## config.mk

```make
export PLATFORM = sky130hd
export DESIGN_NAME = data_uri_stream_decoder
export DESIGN_NICKNAME = d
export VERILOG_FILES = /design/src/sv/dusd_pkg.sv /design/src/sv/data_uri_stream_decoder.sv /design/src/sv/dusd_front.sv /design/src/sv/dusd_queue.sv /design/src/sv/dusd_back.sv
export SDC_FILE = /design/constraint.sdc
export NUM_CORES = 1
export LEC_CHECK = 0
export ABC_AREA = 1
export ABC_CLOCK_PERIOD_IN_PS = 6260
export BUFFER_PORTS_ARGS = -buffer_cell sky130_fd_sc_hd__buf_2
export CORE_MARGIN = 3
export CORE_UTILIZATION = 35
export DETAILED_ROUTE_END_ITERATION = 16
export GPL_TIMING_DRIVEN = 0
export PLACE_DENSITY = 0.49
export SETUP_SLACK_MARGIN = 0.2
export SLEW_MARGIN = 20
export SYNTH_ARGS = -nofsm -noshare
export SYNTH_HDL_FRONTEND = slang
export SYNTH_SLANG_ARGS = --single-unit
export TNS_END_PERCENT = 5
```

## constraint.sdc

```tcl
create_clock -name i_clk -period 6.26 [get_ports i_clk]
set_input_delay 1.252 -clock i_clk [delete_from_list [all_inputs] [get_ports i_clk]]
set_output_delay 1.252 -clock i_clk [all_outputs]
set_load 0.01 [all_outputs]
```

## src/sv/dusd_pkg.sv

```systemverilog
// shared types, constants and character helpers for the data uri decoder
// no dependencies
package dusd_pkg;

    localparam int Q_DEPTH = 4;
    localparam int Q_AW    = 2;

    localparam logic [1:0] ST_OK      = 2'd0;
    localparam logic [1:0] ST_SYNTAX  = 2'd1;
    localparam logic [1:0] ST_ENCODE  = 2'd2;
    localparam logic [1:0] ST_TOOLONG = 2'd3;

    typedef enum logic [3:0] {
        PH_PREFIX  = 4'b0001,
        PH_HEADER  = 4'b0010,
        PH_PAYLOAD = 4'b0100,
        PH_FAIL    = 4'b1000
    } t_phase;

    // one queue entry: up to three data words and an optional closing word
    typedef struct packed {
        logic [1:0]      ndata;
        logic [2:0][7:0] data;
        logic            close;
        logic [1:0]      status;
        logic            mode;
        logic [15:0]     mlen;
    } t_cmd;

    function automatic logic [7:0] to_lower(input logic [7:0] c);
        logic [7:0] r;
        r = c;
        if (c >= 8'h41 && c <= 8'h5a) r = c + 8'h20;
        return r;
    endfunction

    function automatic logic [7:0] prefix_char(input logic [2:0] p);
        logic [7:0] r;
        case (p)
            3'd0: r = "d";
            3'd1: r = "a";
            3'd2: r = "t";
            3'd3: r = "a";
            3'd4: r = ":";
            default: r = 8'h00;
        endcase
        return r;
    endfunction

    function automatic logic [7:0] b64_word_char(input logic [2:0] p);
        logic [7:0] r;
        case (p)
            3'd0: r = "b";
            3'd1: r = "a";
            3'd2: r = "s";
            3'd3: r = "e";
            3'd4: r = "6";
            3'd5: r = "4";
            default: r = 8'h00;
        endcase
        return r;
    endfunction

    // {valid, value}
    function automatic logic [4:0] hex_digit(input logic [7:0] c);
        logic [4:0] r;
        r = 5'd0;
        if (c >= "0" && c <= "9") r = {1'b1, 4'(c - 8'h30)};
        else if (c >= "a" && c <= "f") r = {1'b1, 4'(c - 8'h57)};
        else if (c >= "A" && c <= "F") r = {1'b1, 4'(c - 8'h37)};
        return r;
    endfunction

    // {valid, sextet}
    function automatic logic [6:0] b64_digit(input logic [7:0] c);
        logic [6:0] r;
        r = 7'd0;
        if (c >= "A" && c <= "Z") r = {1'b1, 6'(c - 8'h41)};
        else if (c >= "a" && c <= "z") r = {1'b1, 6'(c - 8'h61 + 8'd26)};
        else if (c >= "0" && c <= "9") r = {1'b1, 6'(c - 8'h30 + 8'd52)};
        else if (c == "+") r = {1'b1, 6'd62};
        else if (c == "/") r = {1'b1, 6'd63};
        return r;
    endfunction

endpackage

```

## src/sv/data_uri_stream_decoder.sv

```systemverilog
// top level of the streaming data uri decoder
// depends on dusd_pkg, dusd_front, dusd_queue, dusd_back
//
// input channel: push/full carries one uri character and a last flag;
// a word is taken when push is high and full is low, one per cycle.
// result channel: while empty is low the oldest result word sits on the
// o_ ports; pop takes it. each input causes zero to four result words:
// decoded bytes, then on the last character a closing word with status,
// mode and mime length. a result can be popped the cycle after its input
// is taken. the front end updates its state in the same cycle it takes a
// character and drops at most one entry into a four-deep queue; the back end
// hands out one result word a cycle while pop is high, so sustained input
// rate is one character per cycle while the results per character average
// one or less, and full rises when the queue fills behind a stalled receiver.
// configuration: i_cfg_valid/o_cfg_ready write max_payload_bytes; ready
// is always high. reset (synchronous, active low) empties the queue,
// restores the limit to its maximum and starts a new uri.
module data_uri_stream_decoder #(
    parameter int COUNT_BITS = 32
) (
    input  logic        i_clk,
    input  logic        i_rst_n,
    input  logic        push,
    output logic        full,
    input  logic [7:0]  i_uri_byte,
    input  logic        i_last_byte,
    output logic        empty,
    input  logic        pop,
    output logic [7:0]  o_data_byte,
    output logic        o_data_valid,
    output logic        o_run_last,
    output logic        o_uri_done,
    output logic [1:0]  o_status,
    output logic        o_was_base64,
    output logic [15:0] o_mime_length,
    input  logic        i_cfg_valid,
    output logic        o_cfg_ready,
    input  logic [23:0] i_cfg_data
);
    import dusd_pkg::*;

    t_cmd cmd, head;
    logic cmd_push, deq, q_empty;

    assign o_cfg_ready = 1'b1;
    assign empty       = q_empty;

    dusd_front #(.COUNT_BITS(COUNT_BITS)) u_front (
        .i_clk       (i_clk),
        .i_rst_n     (i_rst_n),
        .i_cfg_valid (i_cfg_valid && o_cfg_ready),
        .i_cfg_data  (i_cfg_data),
        .i_take      (push && !full),
        .i_uri_byte  (i_uri_byte),
        .i_last_byte (i_last_byte),
        .o_cmd_push  (cmd_push),
        .o_cmd       (cmd)
    );

    dusd_queue u_queue (
        .i_clk    (i_clk),
        .i_rst_n  (i_rst_n),
        .i_wr     (cmd_push),
        .i_wr_cmd (cmd),
        .i_rd     (deq),
        .o_head   (head),
        .o_full   (full),
        .o_empty  (q_empty)
    );

    dusd_back u_back (
        .i_clk         (i_clk),
        .i_rst_n       (i_rst_n),
        .i_head        (head),
        .i_head_valid  (!q_empty),
        .i_pop         (pop),
        .o_deq         (deq),
        .o_data_byte   (o_data_byte),
        .o_data_valid  (o_data_valid),
        .o_run_last    (o_run_last),
        .o_uri_done    (o_uri_done),
        .o_status      (o_status),
        .o_was_base64  (o_was_base64),
        .o_mime_length (o_mime_length)
    );

`ifndef SYNTH
    a_close_is_last: assert property (@(posedge i_clk) disable iff (!i_rst_n)
        (!empty && o_uri_done) |-> o_run_last)
        else $error("closing word not marked run last");
    a_data_status: assert property (@(posedge i_clk) disable iff (!i_rst_n)
        (!empty && o_data_valid) |-> (o_status == ST_OK && !o_uri_done))
        else $error("data word carries closing fields");
    a_stall_hold: assert property (@(posedge i_clk) disable iff (!i_rst_n)
        (!empty && !pop) |=> (!empty && $stable(o_data_byte) && $stable(o_uri_done)))
        else $error("stalled result changed");
`endif
endmodule

```

## src/sv/dusd_front.sv

```systemverilog
// front end: accepts uri bytes, tracks prefix/header/payload state and
// builds at most one queue entry per byte; depends on dusd_pkg
module dusd_front #(
    parameter int COUNT_BITS = 32
) (
    input  logic          i_clk,
    input  logic          i_rst_n,
    input  logic          i_cfg_valid,
    input  logic [23:0]   i_cfg_data,
    input  logic          i_take,
    input  logic [7:0]    i_uri_byte,
    input  logic          i_last_byte,
    output logic          o_cmd_push,
    output dusd_pkg::t_cmd o_cmd
);
    import dusd_pkg::*;

    localparam logic [COUNT_BITS-1:0] COUNT_MAX = '1;

    logic [23:0]           r_max, n_max;
    t_phase                r_phase, n_phase;
    logic [2:0]            r_ppos, n_ppos;
    logic [15:0]           r_mime, n_mime;
    logic                  r_first, n_first;
    logic [2:0]            r_spos, n_spos;
    logic                  r_smis, n_smis;
    logic                  r_b64, n_b64;
    logic [COUNT_BITS-1:0] r_pcnt, n_pcnt;
    logic [23:0]           r_acc, n_acc;
    logic [1:0]            r_sext, n_sext;
    logic [1:0]            r_pad, n_pad;
    logic [7:0]            r_held1, n_held1;
    logic [1:0]            r_hcnt, n_hcnt;
    logic [1:0]            r_err, n_err;

    logic [COUNT_BITS+1:0] lim_b64;
    logic                  too_long;
    t_cmd                  cmd;
    logic [7:0]            c;
    logic [6:0]            bd;
    logic [4:0]            hhi, hlo;
    logic [23:0]           acc_sh;

    assign c   = i_uri_byte;
    assign bd  = b64_digit(c);
    assign hhi = hex_digit(r_held1);
    assign hlo = hex_digit(c);
    assign acc_sh = {r_acc[17:0], bd[5:0]};

    always_comb begin
        n_max   = r_max;
        n_phase = r_phase;
        n_ppos  = r_ppos;
        n_mime  = r_mime;
        n_first = r_first;
        n_spos  = r_spos;
        n_smis  = r_smis;
        n_b64   = r_b64;
        n_pcnt  = r_pcnt;
        n_acc   = r_acc;
        n_sext  = r_sext;
        n_pad   = r_pad;
        n_held1 = r_held1;
        n_hcnt  = r_hcnt;
        n_err   = r_err;
        cmd     = '0;
        lim_b64 = '0;
        too_long = 1'b0;
        if (i_cfg_valid) n_max = i_cfg_data;
        if (i_take) begin
            case (r_phase)
                PH_PREFIX: begin
                    if (r_ppos >= 3'd5 || to_lower(c) != prefix_char(r_ppos)) begin
                        n_phase = PH_FAIL;
                        n_err   = ST_SYNTAX;
                    end else begin
                        n_ppos = r_ppos + 3'd1;
                        if (r_ppos == 3'd4) n_phase = PH_HEADER;
                    end
                end
                PH_HEADER: begin
                    if (c == "," || c == ";") begin
                        if (r_first) n_first = 1'b0;
                        else if (!r_smis && r_spos == 3'd6) n_b64 = 1'b1;
                        n_spos = 3'd0;
                        n_smis = 1'b0;
                        if (c == ",") n_phase = PH_PAYLOAD;
                    end else if (r_first) begin
                        if (r_mime != 16'hffff) n_mime = r_mime + 16'd1;
                    end else if (!r_smis && r_spos < 3'd6
                                 && to_lower(c) == b64_word_char(r_spos)) begin
                        n_spos = r_spos + 3'd1;
                    end else begin
                        n_smis = 1'b1;
                    end
                end
                PH_PAYLOAD: begin
                    if (r_pcnt != COUNT_MAX) n_pcnt = r_pcnt + 1'b1;
                    if (r_err == ST_OK && r_b64) begin
                        if (c == 8'h0a || c == 8'h0d || c == 8'h20 || c == 8'h09) begin
                            n_acc = r_acc;
                        end else if (c == "=") begin
                            if (r_pad == 2'd2 || r_pad == 2'd3) n_err = ST_ENCODE;
                            else n_pad = r_pad + 2'd1;
                        end else if (r_pad != 2'd0) begin
                            n_err = ST_ENCODE;
                        end else if (!bd[6]) begin
                            n_err = ST_ENCODE;
                        end else if (r_sext == 2'd3) begin
                            cmd.data[0] = acc_sh[23:16];
                            cmd.data[1] = acc_sh[15:8];
                            cmd.data[2] = acc_sh[7:0];
                            cmd.ndata   = 2'd3;
                            n_sext = 2'd0;
                            n_acc  = '0;
                        end else begin
                            n_acc  = acc_sh;
                            n_sext = r_sext + 2'd1;
                        end
                    end else if (r_err == ST_OK) begin
                        if (r_hcnt == 2'd0) begin
                            if (c == "%") n_hcnt = 2'd1;
                            else begin
                                cmd.data[0] = c;
                                cmd.ndata   = 2'd1;
                            end
                        end else if (r_hcnt == 2'd1) begin
                            n_held1 = c;
                            n_hcnt  = 2'd2;
                        end else begin
                            if (hhi[4] && hlo[4]) begin
                                cmd.data[0] = {hhi[3:0], hlo[3:0]};
                                cmd.ndata   = 2'd1;
                            end else begin
                                n_err = ST_ENCODE;
                            end
                            n_hcnt = 2'd0;
                        end
                        // a percent cut short by the end of the uri goes out as text
                        if (i_last_byte && n_err == ST_OK) begin
                            if (n_hcnt != 2'd0) begin
                                cmd.data[cmd.ndata] = "%";
                                cmd.ndata = cmd.ndata + 2'd1;
                            end
                            if (n_hcnt == 2'd2) begin
                                cmd.data[cmd.ndata] = n_held1;
                                cmd.ndata = cmd.ndata + 2'd1;
                            end
                            n_hcnt = 2'd0;
                        end
                    end
                end
                PH_FAIL: begin
                    n_err = r_err;
                end
                default: begin
                    n_phase = PH_FAIL;
                end
            endcase

            if (i_last_byte) begin
                cmd.close = 1'b1;
                if (n_phase == PH_PAYLOAD) begin
                    lim_b64 = {4'b0000, n_pcnt[COUNT_BITS-1:2]} + 1'b1;
                    lim_b64 = (lim_b64 << 1) + lim_b64;
                    if (n_b64)
                        too_long = lim_b64 > (COUNT_BITS+2)'(n_max);
                    else
                        too_long = (COUNT_BITS+2)'(n_pcnt) > (COUNT_BITS+2)'(n_max);
                    if (too_long) cmd.status = ST_TOOLONG;
                    else if (n_err != ST_OK) cmd.status = n_err;
                    else if (n_b64 && n_sext == 2'd1) cmd.status = ST_ENCODE;
                    else begin
                        cmd.status = ST_OK;
                        if (n_b64 && n_sext == 2'd2) begin
                            cmd.data[cmd.ndata] = n_acc[11:4];
                            cmd.ndata = cmd.ndata + 2'd1;
                        end else if (n_b64 && n_sext == 2'd3) begin
                            cmd.data[cmd.ndata] = n_acc[17:10];
                            cmd.data[cmd.ndata+2'd1] = n_acc[9:2];
                            cmd.ndata = cmd.ndata + 2'd2;
                        end
                    end
                    cmd.mode = n_b64;
                    cmd.mlen = n_mime;
                end else begin
                    cmd.status = ST_SYNTAX;
                end
                // back to the start of a new uri
                n_phase = PH_PREFIX;
                n_ppos  = '0;
                n_mime  = '0;
                n_first = 1'b1;
                n_spos  = '0;
                n_smis  = 1'b0;
                n_b64   = 1'b0;
                n_pcnt  = '0;
                n_acc   = '0;
                n_sext  = '0;
                n_pad   = '0;
                n_hcnt  = '0;
                n_err   = ST_OK;
            end
        end
    end

    assign o_cmd      = cmd;
    assign o_cmd_push = i_take && (cmd.close || cmd.ndata != 2'd0);

    always_ff @(posedge i_clk) begin
        if (!i_rst_n) begin
            r_max   <= 24'hffffff;
            r_phase <= PH_PREFIX;
            r_ppos  <= '0;
            r_mime  <= '0;
            r_first <= 1'b1;
            r_spos  <= '0;
            r_smis  <= 1'b0;
            r_b64   <= 1'b0;
            r_pcnt  <= '0;
            r_acc   <= '0;
            r_sext  <= '0;
            r_pad   <= '0;
            r_hcnt  <= '0;
            r_err   <= ST_OK;
        end else begin
            r_max   <= n_max;
            r_phase <= n_phase;
            r_ppos  <= n_ppos;
            r_mime  <= n_mime;
            r_first <= n_first;
            r_spos  <= n_spos;
            r_smis  <= n_smis;
            r_b64   <= n_b64;
            r_pcnt  <= n_pcnt;
            r_acc   <= n_acc;
            r_sext  <= n_sext;
            r_pad   <= n_pad;
            r_hcnt  <= n_hcnt;
            r_err   <= n_err;
        end
        r_held1 <= n_held1;
    end
endmodule

```

## src/sv/dusd_queue.sv

```systemverilog
// short command queue between front and back ends
// depends on dusd_pkg
module dusd_queue (
    input  logic           i_clk,
    input  logic           i_rst_n,
    input  logic           i_wr,
    input  dusd_pkg::t_cmd i_wr_cmd,
    input  logic           i_rd,
    output dusd_pkg::t_cmd o_head,
    output logic           o_full,
    output logic           o_empty
);
    import dusd_pkg::*;

    t_cmd            r_mem [Q_DEPTH];
    logic [Q_AW-1:0] r_wp, n_wp;
    logic [Q_AW-1:0] r_rp, n_rp;
    logic [Q_AW:0]   r_cnt, n_cnt;
    logic            wr_ok, rd_ok;

    assign o_full  = r_cnt == (Q_AW+1)'(Q_DEPTH);
    assign o_empty = r_cnt == '0;
    assign wr_ok   = i_wr && !o_full;
    assign rd_ok   = i_rd && !o_empty;
    assign o_head  = r_mem[r_rp];

    always_comb begin
        n_wp  = wr_ok ? r_wp + 1'b1 : r_wp;
        n_rp  = rd_ok ? r_rp + 1'b1 : r_rp;
        n_cnt = r_cnt + (Q_AW+1)'(wr_ok) - (Q_AW+1)'(rd_ok);
    end

    always_ff @(posedge i_clk) begin
        if (!i_rst_n) begin
            r_wp  <= '0;
            r_rp  <= '0;
            r_cnt <= '0;
        end else begin
            r_wp  <= n_wp;
            r_rp  <= n_rp;
            r_cnt <= n_cnt;
        end
        if (wr_ok) r_mem[r_wp] <= i_wr_cmd;
    end
endmodule

```

## src/sv/dusd_back.sv

```systemverilog
// back end: walks the head queue entry one result word at a time
// depends on dusd_pkg
module dusd_back (
    input  logic           i_clk,
    input  logic           i_rst_n,
    input  dusd_pkg::t_cmd i_head,
    input  logic           i_head_valid,
    input  logic           i_pop,
    output logic           o_deq,
    output logic [7:0]     o_data_byte,
    output logic           o_data_valid,
    output logic           o_run_last,
    output logic           o_uri_done,
    output logic [1:0]     o_status,
    output logic           o_was_base64,
    output logic [15:0]    o_mime_length
);
    import dusd_pkg::*;

    logic [1:0] r_sub, n_sub;
    logic [2:0] total;
    logic       is_data, at_end, take;

    assign total   = {1'b0, i_head.ndata} + {2'b00, i_head.close};
    assign is_data = r_sub < i_head.ndata;
    assign at_end  = {1'b0, r_sub} == total - 3'd1;
    assign take    = i_pop && i_head_valid;
    assign o_deq   = take && at_end;

    assign o_data_byte   = is_data ? i_head.data[r_sub] : 8'h00;
    assign o_data_valid  = is_data;
    assign o_run_last    = at_end;
    assign o_uri_done    = !is_data;
    assign o_status      = is_data ? ST_OK : i_head.status;
    assign o_was_base64  = is_data ? 1'b0 : i_head.mode;
    assign o_mime_length = is_data ? 16'h0000 : i_head.mlen;

    always_comb begin
        n_sub = r_sub;
        if (take) n_sub = at_end ? 2'd0 : r_sub + 2'd1;
    end

    always_ff @(posedge i_clk) begin
        if (!i_rst_n) r_sub <= '0;
        else          r_sub <= n_sub;
    end
endmodule
```

==> summary.txt, run 1 <==
largest family of logic cells by synthesized area: simple AND/OR/NAND/NOR gates
Final ANT Viol Nets: 0
horizontal die dimension: 258 µm
placed cell area: 0.0238 mm²
Worst Max-Slew Pin Slew: 1.16 ns
Synth Area in XOR/XNOR: 3.29%
root buffer selected by CTS: clkbuf_16
top cell type's share of synthesized area: 25.9%
I/O pin count: 71
number of max-slew violations in the final report: 0
Synth area leaders: edfxtp_1 26%, nand2_1 11%, dfxtp_1 11%, ha_1 7.4%, nor2_1 6.3%
cell area after synthesis: 0.0223 mm²
depth of the worst hold-timing path: 2
number of enable-type register cells in the synthesized netlist: 192
register area share after synthesis: 36.8%
Starting DRT DRC Count: 1628
most repeated library cell on the critical path: nand2_4
final core occ: 43.1%
result of the run: finished with violations
number of cells on the worst reg-to-reg path: 43
row cnt: 91
highest attainable clock frequency: 0.154 GHz
growth of design area from synthesis to finish: 20.5%
grt ovf: 0
most frequent standard cell in the layout excluding fill and tap cells: nand2_1
clk slew on worst S/H paths: 0.06 ns
fraction of the mapped netlist area in adder cells: 7.59%
count of different cell masters after synthesis: 74
final-report setup violation count: 100
Residual DRC: 0
fin crit period: 6.51 ns
number of nets in the layout: 3347
post-synthesis async set-or-reset flop share: 0%
largest net degree at the start of global routing: 47
commonest register cell after synthesis: edfxtp_1
Antenna diodes: 0
vias in the first global route: 20900
worst-case clock buffer depth: 3
worst ir drop on vdd: 158 µV
violations in the final reports: negative setup slack
Net Switching: 1.65 mW
port buffer count: 66
Critical Setup Path Class: reg2reg
share of total power in the clock network: 40.2%
detail-routed via count per cell: 5.33
final design instance area without fill: 0.0269 mm²
commonest cells after routing, fill and taps aside: 648 x nand2_1, 351 x nor2_1, 267 x inv_1
unrepaired setup endpoints after global routing: yes
hold_buf cts: 0
worst stage delay on the critical path: 0.33 ns
Detail Placement HPWL: 60000 µm
simple-gate share of the synthesized area: 28.3%
crit end category: flop
post-synthesis net count: 3174
initial standard-cell utilization of the core: 35.7%
number of register bits inferred by synthesis: 314
multiplexer fraction of the synthesized cell area: 1.03%
area enclosed by the die boundary: 0.0668 mm²
Placeable Area: 0.0624 mm²
global placement routability congestion: 0.918
count of max-cap constraint violations: 0
first-pass GRT wire length: 122000 µm
detailed-route wire length per cell: 19.7 µm
critical path data required time: 6.52 ns
mean instance size in the synthesized netlist: 7.43 µm²
largest fanout on the critical path: 10
fraction of the cycle the final worst path needs: 104%
internal power: 3.79 mW
clock tree from TritonCTS: yes
P per Cell Area: 202 mW/mm²
overall track demand over capacity in global routing: 23.4%
latest clock arrival within the worst-skew pair: 0.57 ns
dominant cell type by area after synthesis: edfxtp_1
switching share of power: 30.4%
Routed WL: 79600 µm
fraction of layout instances using a drive strength above 1: 17.3%
count of synthesis-stage warnings from yosys: 0
Relative slew margins: 22.6%
number of detailed-route iterations in the first pass: 8
type of the worst min-delay path: reg2reg
total number of vias: 21500
Comb power frac: 17.9%
launching element type of the critical path: flop
endpoint arrival time on the critical path: 6.77 ns
number of buffers created by CTS: 39
minimum setup slack in the final design: -0.247 ns
leakage power: 10.7 nW
cell count after synthesis: 3002
clock tree skew after final layout: 0.0147 ns
synthesized-area fraction occupied by ao, oa, aoi and oai cells: 15.6%
floorplan die height: 258 µm
CTS sink cnt: 314
H-tree Lvls: 2
Sequential Power Share: 42.0%
number of antenna violations at the first check in global routing: 1
slowest CP cell: dfxtp_2
final count of hold timing violations: 0
-- cell families after synthesis --
family                   after synthesis
AND/OR/NAND/NOR                     1425
flip-flops                           314
buffers and inverters                420
other                                  1
AO/OA/AOI/OAI                        603
XOR/XNOR                              82
multiplexers                          23
adder cells (fa/ha/maj)              134
-- synthesized netlist by cell type (15+ instances only) --
library cell  count
a21oi_1         214
clkbuf_1         85
clkinv_1         15
dfxtp_1         122
edfxtp_1        192
ha_1            132
inv_1           278
inv_2            18
mux2i_1          23
nand2_1         682
nand2_2          42
nand3_1         140
nand3_2          18
nand4_1          55
nor2_1          376
nor2_2           17
nor3_1           35
o211ai_1         20
o21ai_0         216
o221ai_1         25
o22ai_1          28
xor2_1           71
-- critical path: cells and delay by family, from the launching register on --
kind	cells	cell delay (ns)
AND/OR/NAND/NOR	28	3.34
buffers and inverters	6	0.92
AO/OA/AOI/OAI	5	0.69
adder cells (fa/ha/maj)	2	0.58
flip-flops	1	0.33
XOR/XNOR	2	0.28
-- cell type report --
| cell class | instances | area (µm²) |
|---|---|---|
| timing repair buffer | 132 | 958 |
| clock buffer | 47 | 1030 |
| buffer | 107 | 517 |
| inverter | 313 | 1210 |
| tap | 837 | 1050 |
| clock inverter | 21 | 204 |
| multi-input combinational | 2268 | 13600 |
| fill | 6514 | 35500 |
| sequential | 314 | 8280 |
-- power by group through the flow --
stage	registers (mW)	logic, mW	clock network (mW)
after global placement	2.33	0.929	0
after CTS	2.28	0.965	2.24
after floorplan	2.32	0.557	0
final	2.28	0.972	2.18
after detailed placement	2.33	0.947	0
after global routing	2.29	1.07	2.33
-- through the flow --
stage | setup TNS, ns | worst slack (ns) | power [mW] | hold WS, ns | std cells
4_1_cts | -23.41 | -0.319 | 5.48 | 0.461 | 4018
3_5_place_dp | -334.73 | -1.96 | 3.28 | 0.447 | 3908
5_1_grt | -51.68 | -0.568 | 5.68 | 0.474 | 4039
6_report | -16.52 | -0.247 | 5.44 | 0.451 | 4039
3_3_place_gp | -568.53 | -2.12 | 3.26 | 0.436 | 3905
2_1_floorplan | 0 | 0.220 | 2.88 | 0.424 | 3002
-- per-layer routing --
layer	GRT usage [%]	part of all wire [%]
met1	32.1	46
met4	7.34	2.9
met5	0	0
met3	3.68	5.8
met2	37.8	45
-- path summary, 6_finish.rpt --
kind                                    startpoint                    to  slack (ns)
worst max-delay path            u_front.r_pcnt[20]  u_queue.r_mem[2][42]       -0.25
worst min-delay path              u_front.r_max[0]      u_front.r_max[0]        0.45
worst max register to register  u_front.r_pcnt[20]  u_queue.r_mem[2][42]       -0.25
worst min register to register    u_front.r_max[0]      u_front.r_max[0]        0.45
-- timing repair --
item | CTS | global route
gates resized for setup | 201 | 118
cloned | 2 | 0
pin swaps | 54 | 47
endpoints found under the setup margin | 298 | 297
setup buffers | 40 | 21
-- sequential cells by signal (all words and copies together), names as in the netlist, named ones only --
signal / flops
u_back.r_sub: 2
u_front.r_acc: 18
u_front.r_b64: 1
u_front.r_err: 2
u_front.r_first: 1
u_front.r_hcnt: 2
u_front.r_held1: 8
u_front.r_max: 24
u_front.r_mime: 16
u_front.r_pad: 2
u_front.r_pcnt: 32
u_front.r_phase: 4
u_front.r_ppos: 3
u_front.r_sext: 2
u_front.r_smis: 1
u_front.r_spos: 3
u_queue.r_cnt: 3
u_queue.r_mem: 184
u_queue.r_rp: 2
u_queue.r_wp: 2
Note: power is estimated with default switching activity, not from simulation.
==> run 2: changes to the inputs <==
BUFFER_PORTS_ARGS = -buffer_cell sky130_fd_sc_hd__clkbuf_2   (was -buffer_cell sky130_fd_sc_hd__buf_2)
==> run 2 against run 1 <==
  * The flow still finishes with violations (negative setup slack)
  * Routed wire length rose by 0.39%
  * Setup slack lost 0.070 ns
  * Final cell count rose by 0.20%
  * Register-to-register slack got worse by 0.07 ns
  * Clock skew increased by 0.0048 ns
  * Clock-buffer cell count rose by 3
  * First-iteration DRC count decreased by 4.0%
  * Die area unchanged
  * Design area grew 0.31%
  * Non-clock buffer count grew 3
  * Via count up 0.43%
  * Global-route usage is essentially flat
  * Critical endpoint is now u_queue.r_mem[0][41]
  * Largest cell class unchanged
  * Highest routed layer unchanged
==> summary.txt, run 2 (synthesized netlist as in run 1, its figures left out) <==
horizontal die dimension: 258 µm (unchanged)
max layer used: met4 (unchanged)
total number of vias: 21600 (was 21500)
launching element type of the critical path: flop (unchanged)
final design instance area without fill: 0.0269 mm² (about the same)
highest attainable clock frequency: 0.152 GHz (was 0.154 GHz)
Reg with most FFs: u_queue.r_mem (unchanged)
first-pass GRT wire length: 123000 µm (was 122000 µm)
global placement routability congestion: 0.940 (was 0.918)
Antenna diodes: 0 (unchanged)
number of detailed-route iterations in the first pass: 7 (was 8)
number of nets in the layout: 3351 (was 3347)
type of the worst min-delay path: reg2reg (unchanged)
crit end category: flop (unchanged)
fraction of layout instances using a drive strength above 1: 18.0% (was 17.3%)
met2 routed wirelength: 36200 µm (was 36000 µm)
Worst Max-Slew Pin Slew: 1.09 ns (was 1.16 ns)
root buffer selected by CTS: clkbuf_16 (unchanged)
commonest cells after routing, fill and taps aside: 645 x nand2_1, 352 x nor2_1, 265 x inv_1 (was 648 x nand2_1, 351 x nor2_1, 267 x inv_1)
start of the worst register-to-register path: u_front.r_pcnt[0] (was u_front.r_pcnt[20])
number of buffers created by CTS: 39 (unchanged)
P per Cell Area: 205 mW/mm² (was 202 mW/mm²)
slowest CP cell: dfxtp_4 (was dfxtp_2)
Detail Placement HPWL: 59900 µm (was 60000 µm)
vias in the first global route: 20700 (was 20900)
number of max-slew violations in the final report: 0 (unchanged)
leakage power: 10.7 nW (about the same)
most repeated library cell on the critical path: nand2_4 (unchanged)
placed cell area: 0.0237 mm² (was 0.0238 mm²)
worst setup path endpoint: u_queue.r_mem[0][41] (was u_queue.r_mem[2][42])
worst-case clock buffer depth: 3 (unchanged)
unrepaired setup endpoints after global routing: yes (unchanged)
Crit path max-delay family: simple AND/OR/NAND/NOR gates (unchanged)
clk slew on worst S/H paths: 0.06 ns (about the same)
worst stage delay on the critical path: 0.37 ns (was 0.33 ns)
Starting DRT DRC Count: 1563 (was 1628)
worst setup path start: u_front.r_pcnt[0] (was u_front.r_pcnt[20])
critical path data required time: 6.52 ns (about the same)
detailed-route wire length per cell: 19.7 µm (about the same)
number of gates on the worst path with buffers counted: 44 (was 43)
count of max-cap constraint violations: 0 (unchanged)
initial standard-cell utilization of the core: 35.7% (unchanged)
growth of design area from synthesis to finish: 20.8% (was 20.5%)
violations in the final reports: negative setup slack (unchanged)
Routed WL: 79900 µm (was 79600 µm)
Design Power: 5.51 mW (was 5.44 mW)
total negative slack for setup checks: -27.08 ns (was -16.52 ns)
routed metal-1 wire length: 37800 µm (was 36600 µm)
Largest register FFs: 184 (unchanged)
final-report setup violation count: 108 (was 100)
row cnt: 91 (unchanged)
port buffer count: 66 (unchanged)
biggest registers after layout: u_queue.r_mem x184, u_front.r_pcnt x32, u_front.r_max x24 (unchanged)
area enclosed by the die boundary: 0.0668 mm² (unchanged)
fraction of the cycle the final worst path needs: 105% (was 104%)
result of the run: finished with violations (unchanged)
number of antenna violations at the first check in global routing: 1 (unchanged)
overall track demand over capacity in global routing: 23.4% (about the same)
I/O pin count: 71 (unchanged)
fin crit period: 6.58 ns (was 6.51 ns)
grt ovf: 0 (unchanged)
met3 WL post-DR: 4350 µm (was 4610 µm)
Final ANT Viol Nets: 0 (unchanged)
Critical Setup Path Class: reg2reg (unchanged)
Relative slew margins: 26.5% (was 22.6%)
clock tree from TritonCTS: yes (unchanged)
endpoint of the worst-slack reg-to-reg timing path: u_queue.r_mem[0][41] (was u_queue.r_mem[2][42])
final count of hold timing violations: 0 (unchanged)
Placeable Area: 0.0624 mm² (unchanged)
most frequent standard cell in the layout excluding fill and tap cells: nand2_1 (unchanged)
Worst R2R Setup Slack: -0.32 ns (was -0.25 ns)
H-tree Lvls: 2 (unchanged)
largest fanout on the critical path: 10 (unchanged)
endpoint arrival time on the critical path: 6.84 ns (was 6.77 ns)
latest clock arrival within the worst-skew pair: 0.57 ns (about the same)
worst ir drop on vdd: 151 µV (was 158 µV)
Buf+Inv Stages, Crit Path: 5 (was 6)
detail-routed via count per cell: 5.35 (was 5.33)
number of cells on the worst reg-to-reg path: 44 (was 43)
largest net degree at the start of global routing: 47 (unchanged)
clock tree skew after final layout: 0.0195 ns (was 0.0147 ns)
minimum setup slack in the final design: -0.317 ns (was -0.247 ns)
Residual DRC: 0 (unchanged)
hold_buf cts: 0 (unchanged)
CTS sink cnt: 314 (unchanged)
floorplan die height: 258 µm (unchanged)
[run 2: changes by cell type in the layout (fill, tap and decap cells not counted), moves of 4 or more]
cell      delta
buf_2       -66
clkbuf_2    +66
clkinv_2     +7
a21oi_2      +6
buf_4        +6
dfxtp_1      +5
a21oi_1      -4
buf_16       -4
dfxtp_2      -4
ha_1         -4
[run 2: metrics by stage]
step / util, % / hold WS (ns) / instances / setup slack, ns
after floorplan: - / 0.424 / 3002 / 0.220
after global placement: 38.0 / 0.435 / 3905 / -2.18
after detailed placement: 38.0 / 0.452 / 3907 / -2.13
after CTS: 41.9 / 0.463 / 4023 / -0.378
after global routing: 43.2 / 0.478 / 4047 / -0.674
final: 43.2 / 0.458 / 4047 / -0.317
[run 2: report_power, final]
group | switching [mW] | internal [mW] | total (mW)
registers | 0.0304 | 2.25 | 2.28
clock network | 0.936 | 1.32 | 2.26
logic | 0.701 | 0.276 | 0.976
[run 2: layer usage]
metal	vias up	global-route usage, %
li1	10500	-
met1	10400	33.5
met2	633	37.8
met3	112	2.79
met4	0	4.95
met5	-	0
[run 2: area by class of cell]
cell class | count | area, µm²
clock buffer | 50 | 1050
clock inverter | 22 | 220
sequential | 314 | 8270
multi-input combinational | 2269 | 13700
fill | 6507 | 35400
inverter | 313 | 1220
buffer | 107 | 507
timing repair buffer | 135 | 932
tap | 837 | 1050
[run 2: how the worst min path moves through the flow]
| stage | from | to | slack [ns] | depth (start not counted) |
|---|---|---|---|---|
| global route | u_front.r_mime[15] | u_front.r_mime[15] | 0.48 | 2 |
| detailed placement | u_front.r_max[0] | u_front.r_max[0] | 0.45 | 2 |
| CTS | u_front.r_max[0] | u_front.r_max[0] | 0.46 | 2 |
| floorplan | u_front.r_max[0] | u_front.r_max[0] | 0.42 | 2 |
| global placement | u_front.r_max[0] | u_front.r_max[0] | 0.44 | 2 |
| finish | u_front.r_max[0] | u_front.r_max[0] | 0.46 | 2 |
[run 2: worst min-delay path, cell delays in order, from the launching register on]
cell and delay [ns]:
dfxtp_1 0.31, nand2_1 0.06, nand3_1 0.06
[run 2: what timing repair did]
item | in CTS | in global routing
pin swaps | 50 | 60
gates resized for setup | 191 | 138
endpoints found under the setup margin | 299 | 298
setup buffers | 42 | 23
gates cloned | 2 | 1
==> run 3: changes to the inputs <==
--- a/config.mk
+++ b/config.mk
@@ -7,5 +7,4 @@
 export LEC_CHECK = 0
 export ABC_AREA = 1
-export ABC_CLOCK_PERIOD_IN_PS = 6260
 export BUFFER_PORTS_ARGS = -buffer_cell sky130_fd_sc_hd__clkbuf_2
 export CORE_MARGIN = 3
@@ -13,5 +12,5 @@
 export DETAILED_ROUTE_END_ITERATION = 16
 export GPL_TIMING_DRIVEN = 0
-export PLACE_DENSITY = 0.49
+export PLACE_DENSITY = 0.47
 export SETUP_SLACK_MARGIN = 0.2
 export SLEW_MARGIN = 20
==> constraint.sdc (replaced) <==
create_clock -name i_clk -period 8.1 [get_ports i_clk]
set_input_delay 2.43 -clock i_clk [delete_from_list [all_inputs] [get_ports i_clk]]
set_output_delay 2.43 -clock i_clk [all_outputs]
set_load 0.01 [all_outputs]
==> run 3 against run 2 <==
  * The run now ends clean
  * First-iteration DRC count is 3.5% higher
  * Sequential cell count did not move
  * Clock power decreased by 23%
  * Routed wire length decreased by 1.7%
  * Clock-buffer cell count increased by 3
  * Register-to-register slack gained 1.1 ns
  * Clock skew up 0.012 ns
  * Largest cell class unchanged
==> summary.txt, run 3 (synthesized netlist as in run 1, its figures left out) <==
critical path data required time: 8.46 ns (was 6.52 ns)
fin crit period: 7.54 ns
grt ovf: 0 (unchanged)
first-pass GRT wire length: 120000 µm (was 123000 µm)
most frequent standard cell in the layout excluding fill and tap cells: nand2_1 (unchanged)
Worst Max-Slew Pin Slew: 1.20 ns (was 1.09 ns)
Routed WL: 78500 µm (was 79900 µm)
number of detailed-route iterations in the first pass: 5 (was 7)
biggest registers after layout: u_queue.r_mem x184, u_front.r_pcnt x32, u_front.r_max x24 (unchanged)
Largest register FFs: 184 (unchanged)
count of max-cap constraint violations: 0 (unchanged)
root buffer selected by CTS: clkbuf_16 (unchanged)
leakage power: 10.1 nW (was 10.7 nW)
P per Cell Area: 169 mW/mm² (was 205 mW/mm²)
Placeable Area: 0.0624 mm² (unchanged)
detail-routed via count per cell: 5.29 (was 5.35)
endpoint arrival time on the critical path: 7.90 ns (was 6.84 ns)
type of the worst min-delay path: reg2reg (unchanged)
fraction of layout instances using a drive strength above 1: 11.4% (was 18.0%)
launching element type of the critical path: input port (was flop)
Reg with most FFs: u_queue.r_mem (unchanged)
floorplan die height: 258 µm (unchanged)
CTS sink cnt: 314 (unchanged)
area enclosed by the die boundary: 0.0668 mm² (unchanged)
growth of design area from synthesis to finish: 13.2% (was 20.8%)
total negative slack for setup checks: 0 ns (was -27.08 ns)
number of nets in the layout: 3287 (was 3351)
clk slew on worst S/H paths: 0.06 ns (about the same)
H-tree Lvls: 2 (unchanged)
I/O pin count: 71 (unchanged)
total number of vias: 21100 (was 21600)
Relative slew margins: 20.3% (was 26.5%)
largest net degree at the start of global routing: 47 (unchanged)
final-report setup violation count: 0 (was 108)
clock tree from TritonCTS: yes (unchanged)
Critical Setup Path Class: in2reg (was reg2reg)
latest clock arrival within the worst-skew pair: 0.57 ns (about the same)
vias in the first global route: 20300 (was 20700)
number of max-slew violations in the final report: 0 (unchanged)
worst ir drop on vdd: 113 µV (was 151 µV)
largest fanout on the critical path: 11 (was 10)
worst slack on hold paths: 0.454 ns (was 0.458 ns)
global placement routability congestion: 0.956 (was 0.940)
result of the run: complete, no violations (was finished with violations)
fill cell total of the finished layout: 6629 (was 6507)
unrepaired setup endpoints after global routing: yes (unchanged)
horizontal die dimension: 258 µm (unchanged)
Antenna diodes: 0 (unchanged)
worst-case clock buffer depth: 3 (unchanged)
final count of hold timing violations: 0 (unchanged)
initial standard-cell utilization of the core: 35.7% (unchanged)
detailed-route wire length per cell: 19.7 µm (about the same)
commonest cells after routing, fill and taps aside: 679 x nand2_1, 368 x nor2_1, 273 x inv_1 (was 645 x nand2_1, 352 x nor2_1, 265 x inv_1)
highest attainable clock frequency: 0.133 GHz
number of buffers created by CTS: 40 (was 39)
Residual DRC: 0 (unchanged)
port buffer count: 66 (unchanged)
crit end category: flop (unchanged)
overall track demand over capacity in global routing: 23.1% (was 23.4%)
number of antenna violations at the first check in global routing: 2 (was 1)
hold_buf cts: 0 (unchanged)
Starting DRT DRC Count: 1618 (was 1563)
fraction of the cycle the final worst path needs: 93.1%
clock tree skew after final layout: 0.0311 ns (was 0.0195 ns)
Detail Placement HPWL: 60200 µm (was 59900 µm)
row cnt: 91 (unchanged)
Final ANT Viol Nets: 0 (unchanged)
==> run 3: power breakdown <==
group          internal [mW]  switching [mW]
logic                  0.207           0.529
clock network           1.02           0.729
registers               1.74          0.0221
==> run 3: critical path, stage by stage <==
cell and delay, ns:
clkbuf_2 0.11, clkbuf_2 0.24, clkinv_2 0.24, ha_1 0.32, o21ai_0 0.29, a21oi_1 0.12, o21ai_1 0.26, nand2_1 0.29
nand2_1 0.17, nor2_1 0.10, nor2_1 0.14, nand2_1 0.11, nor2_1 0.49, inv_1 0.23, o21a_1 0.30, nor2_1 0.32
clkinv_1 0.37, clkbuf_1 0.39, o31ai_1 0.52, nand3_1 0.16, a21oi_2 0.28
==> run 3: per-layer routing <==
layer	global-route usage (%)	part of all wire [%]	vias to the layer above
met4	6.78	2.6	0
met5	0	0	-
met2	36.9	44	570
li1	-	-	10400
met1	32.7	48	9993
met3	2.86	5.0	122
==> run 3: layout make-up <==
type | count | area, µm² | share of cell area [%]
clock buffers | 53 | 1140 | 4.52
inverters | 313 | 1200 | 4.75
well taps | 837 | 1050 | 4.15
clock inverters | 18 | 136 | 0.540
repair buffers | 71 | 428 | 1.69
flip-flops and latches | 314 | 8210 | 32.5
multi-input cells | 2268 | 12600 | 49.9
plain buffers | 107 | 482 | 1.91
==> run 3: final timing paths <==
path / slack, ns / depth (start not counted) / endpoint / start
max: 0.56 / 21 / u_queue.r_mem[2][42] / i_uri_byte[0]
max reg2reg: 0.78 / 46 / u_queue.r_mem[2][41] / u_front.r_pcnt[20]
min: 0.45 / 2 / u_front.r_max[0] / u_front.r_max[0]
min reg2reg: 0.45 / 2 / u_front.r_max[0] / u_front.r_max[0]
==> run 3: stage by stage <==
stage,util [%],power (mW),setup slack (ns),instance area [µm²],instances
2_1_floorplan,-,2.22,1.11,22300,3002
3_3_place_gp,37.9,2.53,-1.72,23700,3905
3_5_place_dp,38.1,2.53,-1.30,23800,3908
4_1_cts,40.2,4.30,0.177,25100,3979
5_1_grt,40.5,4.44,0.186,25200,3981
6_report,40.5,4.25,0.558,25200,3981
==> run 3: timing repair <==
item                                    4_1_cts  5_1_grt
gates resized for setup                      17       46
buffers inserted                              0        2
gates cloned                                  0        0
pin swaps                                     0        2
endpoints found under the setup margin      281      286
